[src/design/dnhl_pkg.sv]
`timescale 1ns / 1ps

package dnhl_pkg;

    localparam int ANGLE_W = 19;
    localparam int CNT_W = 7;
    localparam int HOLE_IDX_W = 6;
    localparam int DIFF_W = 21;
    localparam int CFG_ADDR_W = 3;

    localparam int MAX_HOLES_DEF = 64;
    localparam int MATCH_TOLERANCE_DEF = 5;

    localparam logic [ANGLE_W-1:0] ANGLE_MAX = 19'd359999;
    localparam logic [ANGLE_W:0] FULL_TURN = 20'd360000;

    localparam logic [ANGLE_W-1:0] RST_FIRST_HOLE_ANGLE = 19'd0;
    localparam logic [ANGLE_W-1:0] RST_INNER_PITCH = 19'd10000;
    localparam logic [ANGLE_W-1:0] RST_SECTOR_PITCH = 19'd15000;
    localparam logic [CNT_W-1:0] RST_HOLES_PER_SECTOR = 7'd8;
    localparam logic [CNT_W-1:0] RST_HOLE_COUNT = 7'd32;
    localparam logic [ANGLE_W-1:0] RST_SENSOR_SPACING = 19'd0;

    typedef enum logic [CFG_ADDR_W-1:0] {
        REG_FIRST_HOLE_ANGLE = 3'd0,
        REG_INNER_PITCH = 3'd1,
        REG_SECTOR_PITCH = 3'd2,
        REG_HOLES_PER_SECTOR = 3'd3,
        REG_HOLE_COUNT = 3'd4,
        REG_SENSOR_SPACING = 3'd5
    } cfg_reg_e;

    typedef struct packed {
        logic [ANGLE_W-1:0] first_hole_angle;
        logic [ANGLE_W-1:0] inner_pitch;
        logic [ANGLE_W-1:0] sector_pitch;
        logic [CNT_W-1:0] holes_per_sector;
        logic [CNT_W-1:0] hole_count;
        logic [ANGLE_W-1:0] sensor_spacing;
    } cfg_t;

    // One request travelling down the row of cells.
    typedef struct packed {
        logic valid;
        logic found;
        logic [HOLE_IDX_W-1:0] idx;
        logic [ANGLE_W-1:0] angle;
        logic [ANGLE_W-1:0] offset;
    } item_t;

    // Table rebuild wave: each cell after cell 0 derives its hole angle from its neighbor.
    typedef struct packed {
        logic wave;
        logic [ANGLE_W-1:0] hole_angle;
        logic [CNT_W-1:0] sector_pos;
    } build_t;

endpackage

[src/design/dnhl_front.sv]
`timescale 1ns / 1ps

module dnhl_front
    import dnhl_pkg::*;
(
    input  logic               clk,
    input  logic               rst_n,
    input  logic               en,
    input  logic               in_valid,
    input  logic [ANGLE_W-1:0] angle,
    input  logic               mode,
    input  logic [ANGLE_W-1:0] sensor_spacing,
    output item_t              item_out
);

    localparam logic signed [DIFF_W-1:0] FULL_S = DIFF_W'(FULL_TURN);
    localparam logic signed [DIFF_W-1:0] TWO_FULL_S = DIFF_W'(2 * FULL_TURN);

    logic                      valid_a_reg;
    logic signed [DIFF_W-1:0]  diff_reg;
    logic signed [DIFF_W-1:0]  diff_next;
    item_t                     item_reg;
    item_t                     item_next;
    logic signed [DIFF_W-1:0]  wrapped;

    always_comb
    begin
        diff_next = $signed({2'b00, angle});
        if (mode)
        begin
            diff_next = $signed({2'b00, angle}) - $signed({2'b00, sensor_spacing});
        end
    end

    always_comb
    begin
        if (diff_reg >= FULL_S)
        begin
            wrapped = diff_reg - FULL_S;
        end
        else if (diff_reg >= 0)
        begin
            wrapped = diff_reg;
        end
        else if (diff_reg >= -FULL_S)
        begin
            wrapped = diff_reg + FULL_S;
        end
        else
        begin
            wrapped = diff_reg + TWO_FULL_S;
        end
        item_next = '0;
        item_next.valid = valid_a_reg;
        item_next.angle = wrapped[ANGLE_W-1:0];
    end

    always_ff @(posedge clk or negedge rst_n)
    begin
        if (!rst_n)
        begin
            valid_a_reg <= 1'b0;
            diff_reg <= '0;
            item_reg <= '0;
        end
        else if (en)
        begin
            valid_a_reg <= in_valid;
            diff_reg <= diff_next;
            item_reg <= item_next;
        end
    end

    assign item_out = item_reg;

endmodule

[config.mk]
export PLATFORM = sky130hd
export DESIGN_NAME = dnhl_front
export DESIGN_NICKNAME = d
export VERILOG_FILES = /design/src/design/dnhl_pkg.sv /design/src/design/dnhl_front.sv
export SDC_FILE = /design/constraint.sdc
export NUM_CORES = 1
export LEC_CHECK = 0
export ABC_AREA = 1
export BUFFER_PORTS_ARGS = -buffer_cell sky130_fd_sc_hd__buf_2
export CAP_MARGIN = 10
export CORE_ASPECT_RATIO = 0.6
export CORE_MARGIN = 2
export CORE_UTILIZATION = 50
export CTS_BUF_LIST = sky130_fd_sc_hd__clkbuf_8 sky130_fd_sc_hd__clkbuf_16
export DETAILED_ROUTE_END_ITERATION = 10
export PLACE_DENSITY = 0.77
export SLEW_MARGIN = 20
export SYNTH_ARGS = -nofsm -noshare
export SYNTH_HDL_FRONTEND = slang
export SYNTH_SLANG_ARGS = --single-unit
[constraint.sdc]
create_clock -name clk -period 1.85 [get_ports clk]
set_clock_uncertainty 0.05 [all_clocks]
set_input_delay 0.185 -clock clk [delete_from_list [all_inputs] [get_ports clk]]
set_output_delay 0.185 -clock clk [all_outputs]
set_load 0.01 [all_outputs]
=== Word level (Yosys, flattened, before mapping) ===
Cells that the tools add are included.

* Memories kept: 0
* Register bits: 42
* Bits of input ports: 43
* RAM bits: 0
* Bits in latches: 0
* Output and inout bits: 46
* Word-level logic and storage cells: 15
* ROM bits: 0

* Divide/modulo/power cells: 0
* Multiply operators: 0
* Multiplexer cells: 4
* Equal/unequal tests: 0
* Shift-type cells: 0
* Magnitude comparators: 3
* Reductions and logical operators: 0
* Bitwise gates (word level): 0
* $add $sub $neg: 4

{| class="wikitable"
|+ Operators by type and width
! kind !! number
|-
| $mux W19 || 3
|-
| $ge A21 B20 Y1 const B || 2
|-
| $add A19 B19 Y19 const B || 2
|-
| $ge A21 B1 Y1 const B || 1
|-
| $mux W21 || 1
|-
| $sub A19 B19 Y20 || 1
|-
| $sub A19 B19 Y19 const B || 1
|}

=== Depth between registers and ports, before layout ===
* Depth in word-level cells: 4
* Depth in mapped cells: 16
* Mapped depth without buffers: 14

=== Least setup slack after synthesis ===
Ideal clock, no wire load.

* Path type: register to register
* From: reg diff_reg[8]
* To: reg item_reg, in the netlist item_out[27]
* Buffers on the path: 2
* Arrival time: 1658 ps
* Data required time: 1683 ps
* Period minus slack after synthesis: 1825 ps
* Cell stages (with the launch flop): 16
* Library setup time: 117 ps
* Slack: 25 ps
* Cells stage by stage: dfrtp_1 > buf_2 > inv_1 > ha_1 > nand2_1 > nand2_1 > inv_1 > nor2_2 > nand3b_1 > nand2_1 > nand2_1 > nand2_2 > buf_6 > a21oi_1 > nand2_1 > nand2_1

* Cells in the longest elaborated chain, start to end: 4
* Elaborated cells on any way between the ends: 9
* Those cells by class: add/sub: 3; order compare: 3; mux: 3

{| class="wikitable"
|+ RTL lines
! what !! line !! text
|-
| from (decl) || dnhl_front.sv:20 || <nowiki>logic signed [DIFF_W-1:0] diff_reg;</nowiki>
|-
| from (signal assigned) || dnhl_front.sv:69 || <nowiki>diff_reg <= diff_next;</nowiki>
|-
| $add A19 B19 Y19 (tied with other cells) || dnhl_front.sv:51 || <nowiki>wrapped = diff_reg + TWO_FULL_S;</nowiki>
|-
| $mux W19 || dnhl_front.sv:45 || <nowiki>else if (diff_reg >= -FULL_S)</nowiki>
|-
| $mux W19 || dnhl_front.sv:41 || <nowiki>else if (diff_reg >= 0)</nowiki>
|-
| $mux W19 (*) || dnhl_front.sv:37 || <nowiki>if (diff_reg >= FULL_S)</nowiki>
|-
| to (signal assigned) || dnhl_front.sv:70 || <nowiki>item_reg <= item_next;</nowiki>
|-
| to (decl) || dnhl_front.sv:22 || <nowiki>item_t item_reg;</nowiki>
|}

Mark *: on every way between the ends. The rest lies on a longest branch, timed or not.
A chain may end at the register's enable or synchronous reset.

=== Final worst setup path ===
* From: reg diff_reg[8]
* To: reg item_reg, in the netlist item_out[28]

The elaborated chain is that of the path after synthesis.

==> impl_metrics.tcl <==
set metrics [dict create \
    fin_util_pct 67.8 \
    n_fill_cell 738 \
    grt_max_degree 33 \
    vdd_drop_max_mv 0.568 \
    netlist.area_leader.share_pct 23.4 \
    finalCriticalPeriod_ns 1.91 \
    cts.clk_slew.worst_paths_ns 0.07 \
    netlist_instances 689 \
    slowest_stage "dfrtp_1" \
    clock_path_buffers 2 \
    fmax_mhz 524 \
    vias 5178 \
    drtIter0Drc 684 \
    grt_pass1_wl_um 21900 \
    num_rows 26 \
    cts.htree.levels 2 \
    routed_wl_um 15100 \
    finalPower_mw 4.38 \
    fp.dieH_um 76.5 \
    path_cells "ha_2 > nand2_2 > nand4_1 > nand2_2 > nand2_2 > nand2_4 > buf_8 > nand3_1 > nand3_1 > nand2_1 > nand2_1 > nand2_1" \
    final.setup.tns_ns -0.291 \
    worstPathRequired_ns 2.00 \
    overflow 0 \
    leakagePower_nw 3.05 \
    hold_viol 0 \
    drv_cap 0 \
    cts_tree "built" \
    wire_per_inst_um 16.3 \
    coreArea_sq_mm 0.00849 \
    worstPathMaxFanout 6 \
    final_nets 883 \
    cts-buffers-inserted 5 \
    synth-seq-cells 41 \
    ys.warnings.count 0 \
    max_stage_delay_ns 0.44 \
    report.final.slew_viol_count 0 \
    vias_per_cell 5.59 \
    num_io_pins 89 \
    dieArea_sq_mm 0.00954 \
    die-width_um 125 \
    yosysSeqAreaShare_pct 23.4 \
    failed_checks "setup timing" \
    antenna_found_initial 0 \
    hold_depth 3 \
    ys_types 35 \
    tightest_slew_ns 0.690 \
    critical_path.startpoint_type "flop" \
    start_util_pct 51.5 \
    drcViolationCount 0 \
    endpoint_kind "flop" \
    worstSetupPathType "flop to flop" \
    run_status "finished, violations left" \
    antenna_cells 0 \
    grt_setup_unrepaired "yes" \
    port_buffers 62 \
    gp_congestion 1.00 \
    reg2regPathDepth 12 \
    syn_area_sq_mm 0.00438 \
    yosys.area.top_type "dfrtp_1" \
    post-dp-hpwl_um 10500 \
    grt_pass1_vias 4428 \
    cts.sinks 41 \
    cts_root_buf "clkbuf_16" \
    arrival_ns 2.05 \
    finalWorstSetupSlack_ns -0.0567 \
    timing.slew.headroom_pct 54.0 \
    grt_use_total_pct 28.3 \
    avgSynthCellArea_sq_um 6.35 \
    area_growth_syn_to_layout_pct 31.5 \
    ys_top_cells_by_area "dfrtp_1 23%, nand2_1 15%, nand3_1 8.0%" \
    final_antenna_net_count 0 \
    pre_cts_slack_ns -0.0946 \
    drt_first_pass_iters 6 \
    power_density_mw_per_mm2 762 \
    drive_above_1_share_pct 28.9 \
    min_path_type "primary input to flop" \
    clock_latency_ns 0.30 \
    whs_ns 0.0469 \
    final-setup-viol-count 11 \
    fin_crit_sh_pct 103 \
]
-- logic make-up after synthesis --
logic type	after synthesis	synth area share, %
XOR/XNOR	26	5.20
other	1	0.0857
AO/OA/AOI/OAI	96	12.6
flip-flops	41	23.4
AND/OR/NAND/NOR	370	36.0
adder cells (fa/ha/maj)	27	7.89
buffers and inverters	128	14.8
-- final cells by class --
cell class | count | area [sq um] | share of cell area [%]
Inverter | 73 | 282 | 4.89
Sequential cell | 41 | 1040 | 18.0
Clock inverter | 2 | 13.8 | 0.239
Tap cell | 112 | 140 | 2.44
Clock buffer | 6 | 139 | 2.41
Multi-Input combinational cell | 546 | 3090 | 53.6
Timing Repair Buffer | 146 | 1060 | 18.4
-- synth_stat cells (all sizes together) --
cell	n
nand4	8
clkbuf	9
nand3	70
o21ai	32
nand3b	7
inv	73
conb	1
a22oi	1
a2111oi	1
o211ai	2
o21bai	6
o32ai	1
buf	46
xnor2	2
and2	1
fa	1
xor2	24
a21oi	44
nor3	10
o22ai	5
nand2	186
dfrtp	41
a21o	4
nor2	86
ha	26
or2	2
-- stage by stage --
stage	cells	cell area (sq um)
4_1_cts	909	5260
3_5_place_dp	900	5060
6_report	926	5750
3_3_place_gp	900	5060
5_1_grt	926	5750
2_1_floorplan	714	4470
-- per-layer routing --
layer | part of all wire (%) | up-vias | track usage (%)
met2 | 41 | 339 | 42.1
met5 | 0 | - | 0
met3 | 13 | 36 | 5.55
li1 | - | 2407 | -
met1 | 45 | 2396 | 42.9
met4 | 1.7 | 0 | 4.72
-- worst paths after layout --
| path | start | endpoint | slack [ns] |
|---|---|---|---|
| min in group asynchronous | rst_n | item_out[19] | 0.43 |
| hold / removal | in_valid | valid_a_reg | 0.05 |
| setup reg to reg | diff_reg[8] | item_out[28] | -0.06 |
| max in group asynchronous | rst_n | diff_reg[13] | 0.66 |
| setup / recovery | diff_reg[8] | item_out[28] | -0.06 |
| hold reg to reg | item_out[45] | item_out[45] | 0.42 |
-- critical path, delay by kind of cell, from the launching register on --
kind	cells	cell delay, ns
fa+ha+maj	1	0.22
buf+inv	1	0.15
simple gates	10	0.95
flops	1	0.44
-- cells in the final DEF, fill, tap and decap left out, types with 4 or more instances in the layout --
cell type,netlist,layout
nor2_1,83,69
nand2_1,180,168
conb_1,1,26
a21oi_1,38,31
dfrtp_1,41,31
a21oi_2,6,11
nand3b_1,7,7
a21o_1,4,4
nor3_1,9,6
inv_1,71,68
buf_6,6,4
nor2_2,2,13
nand4_1,8,8
buf_2,8,62
nor2_4,1,4
o22ai_1,5,5
ha_1,26,22
nand3_1,70,63
nand2_2,6,13
xor2_1,24,23
o21bai_1,6,6
buf_4,30,72
o21ai_0,32,32
nand3_2,0,6
clkbuf_16,0,9
dfrtp_2,0,10
nand2_4,0,5
-- power breakdown --
group | internal, mW | switching, mW
Clock | 0.538 | 0.405
Combinational | 0.931 | 1.29
Sequential | 1.06 | 0.163
-- repair_timing --
| action | in CTS | in global routing |
|---|---|---|
| hold buffers | 1 | 0 |
| endpoints found under the setup margin | 13 | 13 |
| resized for setup | 11 | 78 |
| gates cloned | 0 | 6 |
| hold endpoints to repair | 28 | 0 |
| pin swaps | 0 | 36 |
| setup buffers | 0 | 12 |
No activity file was read; power rests on OpenSTA's default activity.
