## src/design/dnhl_pkg.sv

```systemverilog
`timescale 1ns / 1ps

package dnhl_pkg;

    localparam int ANGLE_W = 19;
    localparam int CNT_W = 7;
    localparam int HOLE_IDX_W = 6;
    localparam int DIFF_W = 21;
    localparam int CFG_ADDR_W = 3;

    localparam int MAX_HOLES_DEF = 64;
    localparam int MATCH_TOLERANCE_DEF = 5;

    localparam logic [ANGLE_W-1:0] ANGLE_MAX = 19'd359999;
    localparam logic [ANGLE_W:0] FULL_TURN = 20'd360000;

    localparam logic [ANGLE_W-1:0] RST_FIRST_HOLE_ANGLE = 19'd0;
    localparam logic [ANGLE_W-1:0] RST_INNER_PITCH = 19'd10000;
    localparam logic [ANGLE_W-1:0] RST_SECTOR_PITCH = 19'd15000;
    localparam logic [CNT_W-1:0] RST_HOLES_PER_SECTOR = 7'd8;
    localparam logic [CNT_W-1:0] RST_HOLE_COUNT = 7'd32;
    localparam logic [ANGLE_W-1:0] RST_SENSOR_SPACING = 19'd0;

    typedef enum logic [CFG_ADDR_W-1:0] {
        REG_FIRST_HOLE_ANGLE = 3'd0,
        REG_INNER_PITCH = 3'd1,
        REG_SECTOR_PITCH = 3'd2,
        REG_HOLES_PER_SECTOR = 3'd3,
        REG_HOLE_COUNT = 3'd4,
        REG_SENSOR_SPACING = 3'd5
    } cfg_reg_e;

    typedef struct packed {
        logic [ANGLE_W-1:0] first_hole_angle;
        logic [ANGLE_W-1:0] inner_pitch;
        logic [ANGLE_W-1:0] sector_pitch;
        logic [CNT_W-1:0] holes_per_sector;
        logic [CNT_W-1:0] hole_count;
        logic [ANGLE_W-1:0] sensor_spacing;
    } cfg_t;

    // One request travelling down the row of cells.
    typedef struct packed {
        logic valid;
        logic found;
        logic [HOLE_IDX_W-1:0] idx;
        logic [ANGLE_W-1:0] angle;
        logic [ANGLE_W-1:0] offset;
    } item_t;

    // Table rebuild wave: each cell after cell 0 derives its hole angle from its neighbor.
    typedef struct packed {
        logic wave;
        logic [ANGLE_W-1:0] hole_angle;
        logic [CNT_W-1:0] sector_pos;
    } build_t;

endpackage

```

## src/design/dnhl_cell.sv

```systemverilog
`timescale 1ns / 1ps

module dnhl_cell
    import dnhl_pkg::*;
#(
    parameter int INDEX = 0,
    parameter int MATCH_TOLERANCE = MATCH_TOLERANCE_DEF
)
(
    input  logic   clk,
    input  logic   rst_n,
    input  logic   en,
    input  cfg_t   cfg,
    input  build_t build_in,
    output build_t build_out,
    input  item_t  item_in,
    output item_t  item_out
);

    logic               wave_reg;
    logic [ANGLE_W-1:0] hole_angle_reg;
    logic [ANGLE_W-1:0] hole_angle_next;
    logic [CNT_W-1:0]   sector_pos_reg;
    logic [CNT_W-1:0]   sector_pos_next;
    logic [CNT_W-1:0]   pos_inc;
    logic [ANGLE_W-1:0] step;
    logic [ANGLE_W:0]   sum;
    item_t              item_reg;
    item_t              item_next;
    logic               active;
    logic               hit;
    logic [ANGLE_W-1:0] hole_dist;

    always_comb
    begin
        pos_inc = build_in.sector_pos + 1'b1;
        step = cfg.inner_pitch;
        sum = '0;
        if (INDEX == 0)
        begin
            sector_pos_next = '0;
            hole_angle_next = (cfg.first_hole_angle > ANGLE_MAX) ? ANGLE_MAX
                                                                  : cfg.first_hole_angle;
        end
        else
        begin
            sector_pos_next = (pos_inc == cfg.holes_per_sector) ? '0 : pos_inc;
            if ((cfg.holes_per_sector > 7'd1) && (sector_pos_next == '0))
            begin
                step = cfg.sector_pitch;
            end
            sum = {1'b0, build_in.hole_angle} + {1'b0, step};
            hole_angle_next = (sum > {1'b0, ANGLE_MAX}) ? ANGLE_MAX : sum[ANGLE_W-1:0];
        end
    end

    always_ff @(posedge clk or negedge rst_n)
    begin
        if (!rst_n)
        begin
            wave_reg <= 1'b0;
        end
        else
        begin
            wave_reg <= build_in.wave;
        end
    end

    always_ff @(posedge clk)
    begin
        if (build_in.wave)
        begin
            hole_angle_reg <= hole_angle_next;
            sector_pos_reg <= sector_pos_next;
        end
    end

    assign build_out.wave = wave_reg;
    assign build_out.hole_angle = hole_angle_reg;
    assign build_out.sector_pos = sector_pos_reg;

    assign active = (INDEX == 0) || (int'(cfg.hole_count) > INDEX);
    assign hit = ({1'b0, hole_angle_reg} + (ANGLE_W + 1)'(MATCH_TOLERANCE))
                 >= {1'b0, item_in.angle};
    assign hole_dist = (item_in.angle > hole_angle_reg) ? (item_in.angle - hole_angle_reg)
                                                        : (hole_angle_reg - item_in.angle);

    always_comb
    begin
        item_next = item_in;
        if (item_in.valid && !item_in.found && active && hit)
        begin
            item_next.found = 1'b1;
            item_next.idx = HOLE_IDX_W'(INDEX);
            item_next.offset = hole_dist;
        end
    end

    always_ff @(posedge clk or negedge rst_n)
    begin
        if (!rst_n)
        begin
            item_reg <= '0;
        end
        else if (en)
        begin
            item_reg <= item_next;
        end
    end

    assign item_out = item_reg;

endmodule

```

## config.mk

```make
export PLATFORM = sky130hd
export DESIGN_NAME = dnhl_cell
export DESIGN_NICKNAME = d
export VERILOG_FILES = /design/src/design/dnhl_pkg.sv /design/src/design/dnhl_cell.sv
export SDC_FILE = /design/constraint.sdc
export NUM_CORES = 1
export LEC_CHECK = 0
export BUFFER_PORTS_ARGS = -buffer_cell sky130_fd_sc_hd__buf_2
export CORE_UTILIZATION = 49
export DETAILED_ROUTE_END_ITERATION = 8
export PLACE_DENSITY = 0.88
export SYNTH_ARGS = -nofsm -noshare
export SYNTH_HDL_FRONTEND = slang
export SYNTH_SLANG_ARGS = --single-unit
export TNS_END_PERCENT = 20
```

## constraint.sdc

```tcl
create_clock -name clk -period 7.7 [get_ports clk]
set_input_delay 1.54 -clock clk [delete_from_list [all_inputs] [get_ports clk]]
set_output_delay 1.54 -clock clk [all_outputs]
set_load 0.01 [all_outputs]
```

After elaboration in Yosys (flattened, before gate mapping)
Index checks and enable logic that the tools add are counted.
{ "classes": {"n_addsub": 3, "n_mul": 0, "div": 0, "order_cmp": 3, "n_eq_ne": 0, "n_shift": 0, "n_mux": 3, "bitwise": 0, "n_reduce_logical": 3} }
{ "op_table": {"columns": ["cell", "n"], "rows": [
  ["$mux 19", 2],
  ["$sub 19x19->19", 2],
  ["$add 19x3->20 const B", 1],
  ["$ge 20x19->1", 1],
  ["$gt 19x19->1", 1],
  ["$gt 19x19->1 const B", 1],
  ["$mux 7", 1],
  ["$logic_and 1x1->1", 2],
  ["$logic_not 1->1", 1]
]} }
{ "word_totals": {"ff_bits": 66, "latchBits": 0, "ramBits": 0, "romBits": 0, "in_bits": 166, "out_inout_bits": 73, "elab_cells": 19, "mem_count": 0} }

Logic depth before layout (Yosys ltp)
{ "logic_depth": {"ltp_word": 4, "ltp_mapped": 16, "depth_no_buf": 15} }

Least setup slack after synthesis
Ideal clock, no wire load.
{ "synth_path": {"path_type": "input port to flip-flop", "start": "in item_in[31] (netlist bit)", "end": "reg item_reg (netlist bit item_out[16])", "setup_time_ns": 0.132, "t_arrival_ns": 3.940, "required_time_ns": 7.568, "path_slack_ns": 3.628, "path_stages": 10, "path_buffers": 1, "cell_sequence": "ha_1 buf_2 nand4_1 or3_1 o21bai_4 o22ai_4 mux2_1 a221o_1 o2111ai_1 or3b_1"} }
{ "synth_between": {"elab_chain_cells": 3, "word_cells_on_any_way": 7, "classes_between": "2 x add/sub; 2 x order compare; 2 x mux; 1 x reduce/logical"} }
{ "synth_lines": {"columns": ["item", "line_no", "source"], "rows": [
  ["from (decl)", "dnhl_cell.sv:16", "input item_t item_in,"],
  ["$sub 19x19->19 (tied with other cells)", "dnhl_cell.sv:86", ": (hole_angle_reg - item_in.angle);"],
  ["$mux 19 / $logic_and 1x1->1 (equally long branches)", "dnhl_cell.sv:85, dnhl_cell.sv:91", null],
  ["$mux 19 *", "dnhl_cell.sv:91", "if (item_in.valid && !item_in.found && active && hit)"],
  ["to (signal assigned)", "dnhl_cell.sv:107", "item_reg <= item_next;"],
  ["to (decl)", "dnhl_cell.sv:28", "item_t item_reg;"]
]} }
Mark *: on every way between the ends. The rest lies on a longest branch, timed or not.
A chain may end at the register's enable or synchronous reset.

Worst setup path in the final report
{ "layout_path": {"start": "in item_in[35] (netlist bit)", "end": "reg item_reg (netlist bit item_out[16])"} }
The elaborated chain is that of the path after synthesis.

==> flow_summary.toml <==
[outcome]
run_status = "complete, no violations"

[route]
initialDrtViolationCount = 405
drtAntennaViolNets = 0
routed_via_density = 5.63
routed_len_inst_um = 16.0
vias = 4861
drt-pass1-iter-count = 5
residual_drc_count = 0
route.final.wire_length_um = 13800

[clocking]
clock_sink_count = 66
worst_setup_hold_path_clk_slew_ns = 0.07
post_cts.repair.setup_buffers = 0
holdBufCountCts = 0
cts.htree.levels = 3
tritoncts_clock_tree = "done"
cts_max_path_buffers = 2
cts_inserted_buffers = 9
cts-resized-gates = 0
clk_latency_ns = 0.35
ctsRootBufferMaster = "clkbuf_8"

[yosys]
synth-main-ff-cell = "dfrtp_1"
synth_warnings = 0
muxShareOfSynthArea = 0.0779
synth_seq_area_share = 0.317
synthAdderAreaFrac = 0.137
ys_seq_elements = 66
ys_types = 70
synth_compound_area_frac = 0.200
synth_xor_area_frac = 0.0413
async_reset_ff_frac = 0.712
syn_avg_cell_area_um2 = 9.15
synth_edf_count = 19
yosys.area_share.simple = 0.157
synth.cell_area_um2 = 5510
dominant_combinational_cell_family_by_area_after_synthesis = "compound AO/OA/AOI/OAI gates"
syn-instance-count = 602

[power]
power_per_cell_area_nw_per_um2 = 178
combinationalPowerShare = 0.356
p_leak_nw = 3.02
sequential_share_of_power = 0.376
switching_share = 0.352
internal_power_uw = 736
netSwitchingPower_uw = 400
worst_ir_drop_vdd_mv = 0.140
power.clock.fraction = 0.267

[timing]
worst_pin_slew_ns = 1.00
fmaxAchievable_ghz = 0.229
period_minus_slack_ns = 4.37
timing.clock.skew_ns = 0.00995
final.setup.tns_ns = 0
worst_slew_margin = 0.331
finalSetupViolations = 0
rsz_0062_raised_after_global_routing = "false"
hold_violations = 0
slew_viol_final = 0
post-route-period-util = 0.568

[hold_path]
hold_path_depth = 1
hp-class = "reg2reg"

[worst_setup_path]
timing.critical_path.from_type = "input pin"
startpoint = "item_in[35]"
crit-reg2reg-launch = "hole_angle_reg[1]"
rr_endpoint = "item_out[5]"
worst-r2r-setup-slack_ns = 3.87
worst-r2r-cell-count = 16
cp_slowest_cell = "ha_1"
worstPathCellList = "buf_2 -> ha_1 -> nand3_1 -> or3_1 -> o21bai_4 -> o22ai_4 -> mux2_1 -> a221o_1 -> o2111ai_1 -> or3b_1"
cp_max_fo = 15
critical_path.endpoint = "item_out[16]"
arrival_ns = 4.61
worst-endpoint-required_ns = 7.93
critPathCaptureType = "flop"
worst_path_largest_cell_delay_ns = 0.47
timing.setup.critical_path_class = "in2reg"

[placed_design]
place.port_buffers = 134
dp_area_um2 = 6190
routabilityCongestion = 0.914
place.detailed.hpwl_um = 10700

[finish]
stdcell_area_um2 = 6390
drive_gt1_frac = 0.278
largest_register_ffs = 46
design.final.nets = 944
antenna_cells_inserted = 0
syn_to_final_growth_pct = 16.0

[grt]
grt_pass1_wl_um = 22800
vias_in_the_first_global_route = 4741
grt.overflow.total = 0
grt_start_max_net_pins = 61
grt.total_usage = 0.250
grt_antenna_before_repair = 0

[floorplan]
initial_cell_density_of_the_core = 0.506
die_area_um2 = 11700
die_h_um = 108
boundaryPins = 239
fp-row-count = 38
design.core.area_um2 = 10900
die_width_um = 108

[flow_run]
cap_violations = 0
[per-stage QoR]
stage	std cells	total power [mW]	worst slack [ns]	hold WS (ns)	util
2_1_floorplan	608	0.711	3.63	0.521	-
3_3_place_gp	848	0.824	2.98	0.459	0.569
3_5_place_dp	848	0.835	2.98	0.465	0.569
4_1_cts	864	1.14	3.34	0.480	0.587
5_1_grt	864	1.21	3.13	0.504	0.587
6_report	864	1.14	3.33	0.480	0.587
[critical path: cells and delay by family]
kind | cells | cell delay, ns
compound gates | 4 | 1.17
fa+ha+maj | 1 | 0.47
buf+inv | 1 | 0.12
mux | 1 | 0.39
simple gates | 3 | 0.91
[cells by family (layout without fill, tap and decap cells)]
group / Yosys count / count (layout)
AO/OA/AOI/OAI: 167 / 167
XOR/XNOR: 26 / 26
adder cells (fa/ha/maj): 59 / 59
buffers and inverters: 84 / 200
flip-flops: 66 / 66
multiplexers: 39 / 39
other: 1 / 7
AND/OR/NAND/NOR: 160 / 160
[synth_stat cells, drive strengths merged, types with 2 or more instances]
| cell | instances | area share |
|---|---|---|
| dfrtp | 47 | 0.21 |
| nor2 | 26 | 0.019 |
| nand4 | 15 | 0.018 |
| nand2b | 3 | 0.0034 |
| or3 | 14 | 0.018 |
| or2 | 13 | 0.015 |
| nand3 | 19 | 0.017 |
| and4 | 2 | 0.0032 |
| nor2b | 8 | 0.0091 |
| o2bb2ai | 8 | 0.013 |
| a211oi | 6 | 0.010 |
| ha | 57 | 0.13 |
| o21bai | 8 | 0.013 |
| o22ai | 3 | 0.0059 |
| nor4 | 4 | 0.0045 |
| a31oi | 7 | 0.0080 |
| mux2 | 28 | 0.058 |
| a21oi | 54 | 0.049 |
| and2 | 3 | 0.0034 |
| nor3 | 6 | 0.0055 |
| mux2i | 11 | 0.020 |
| xnor2 | 25 | 0.040 |
| inv | 46 | 0.031 |
| o21a | 3 | 0.0041 |
| a2111oi | 4 | 0.0077 |
| o211ai | 3 | 0.0041 |
| edfxtp | 19 | 0.10 |
| clkbuf | 13 | 0.0089 |
| a21o | 15 | 0.020 |
| fa | 2 | 0.0073 |
| and3 | 9 | 0.010 |
| nand3b | 3 | 0.0041 |
| nand2 | 32 | 0.022 |
| o2111ai | 4 | 0.0064 |
| buf | 24 | 0.029 |
| o21ai | 38 | 0.035 |
[power groups by stage]
stage                     registers, mW  clock network [mW]  logic (mW)
after floorplan                   0.449                   0       0.262
after global placement            0.432                   0       0.392
after detailed placement          0.434                   0       0.401
after CTS                         0.427               0.311       0.403
after global routing              0.433               0.323       0.449
final                             0.428               0.304       0.405
[area by class of cell]
cell class                      instances  area [um2]
Sequential cell                        66        1750
Timing Repair Buffer                  137         693
Clock inverter                          3        40.0
Inverter                               47         176
Fill cell                             992        4500
Clock buffer                           13         159
Multi-Input combinational cell        458        3400
Tap cell                              140         175
[cells in the final DEF (no fill, tap or decap), drive strengths merged, types with 11 or more instances in the layout]
cell type / n
clkbuf: 13
buf: 137
nor2: 26
or3: 14
nand4: 15
ha: 57
mux2: 28
or2: 13
nand3: 19
o21ai: 38
edfxtp: 19
dfrtp: 47
a21o: 15
a21oi: 54
mux2i: 11
inv: 46
nand2: 32
xnor2: 25
[layer usage]
layer	vias to the layer above	share of wire	wire length, um	GRT usage
li1	2400	-	-	-
met1	2247	0.47	6460	0.340
met2	196	0.44	6110	0.398
met3	18	0.073	1010	0.0482
met4	0	0.017	228	0.0783
met5	-	0	0	0
[worst min-delay path by stage]
stage / from / endpoint / slack, ns
after floorplan: item_out[11] / item_out[11] / 0.52
after global placement: item_out[11] / item_out[11] / 0.46
after detailed placement: item_out[2] / item_out[2] / 0.47
after CTS: item_out[2] / item_out[2] / 0.48
after global routing: item_out[41] / item_out[41] / 0.50
final: item_out[11] / item_out[11] / 0.48
Power figures use the tool's default switching activity.
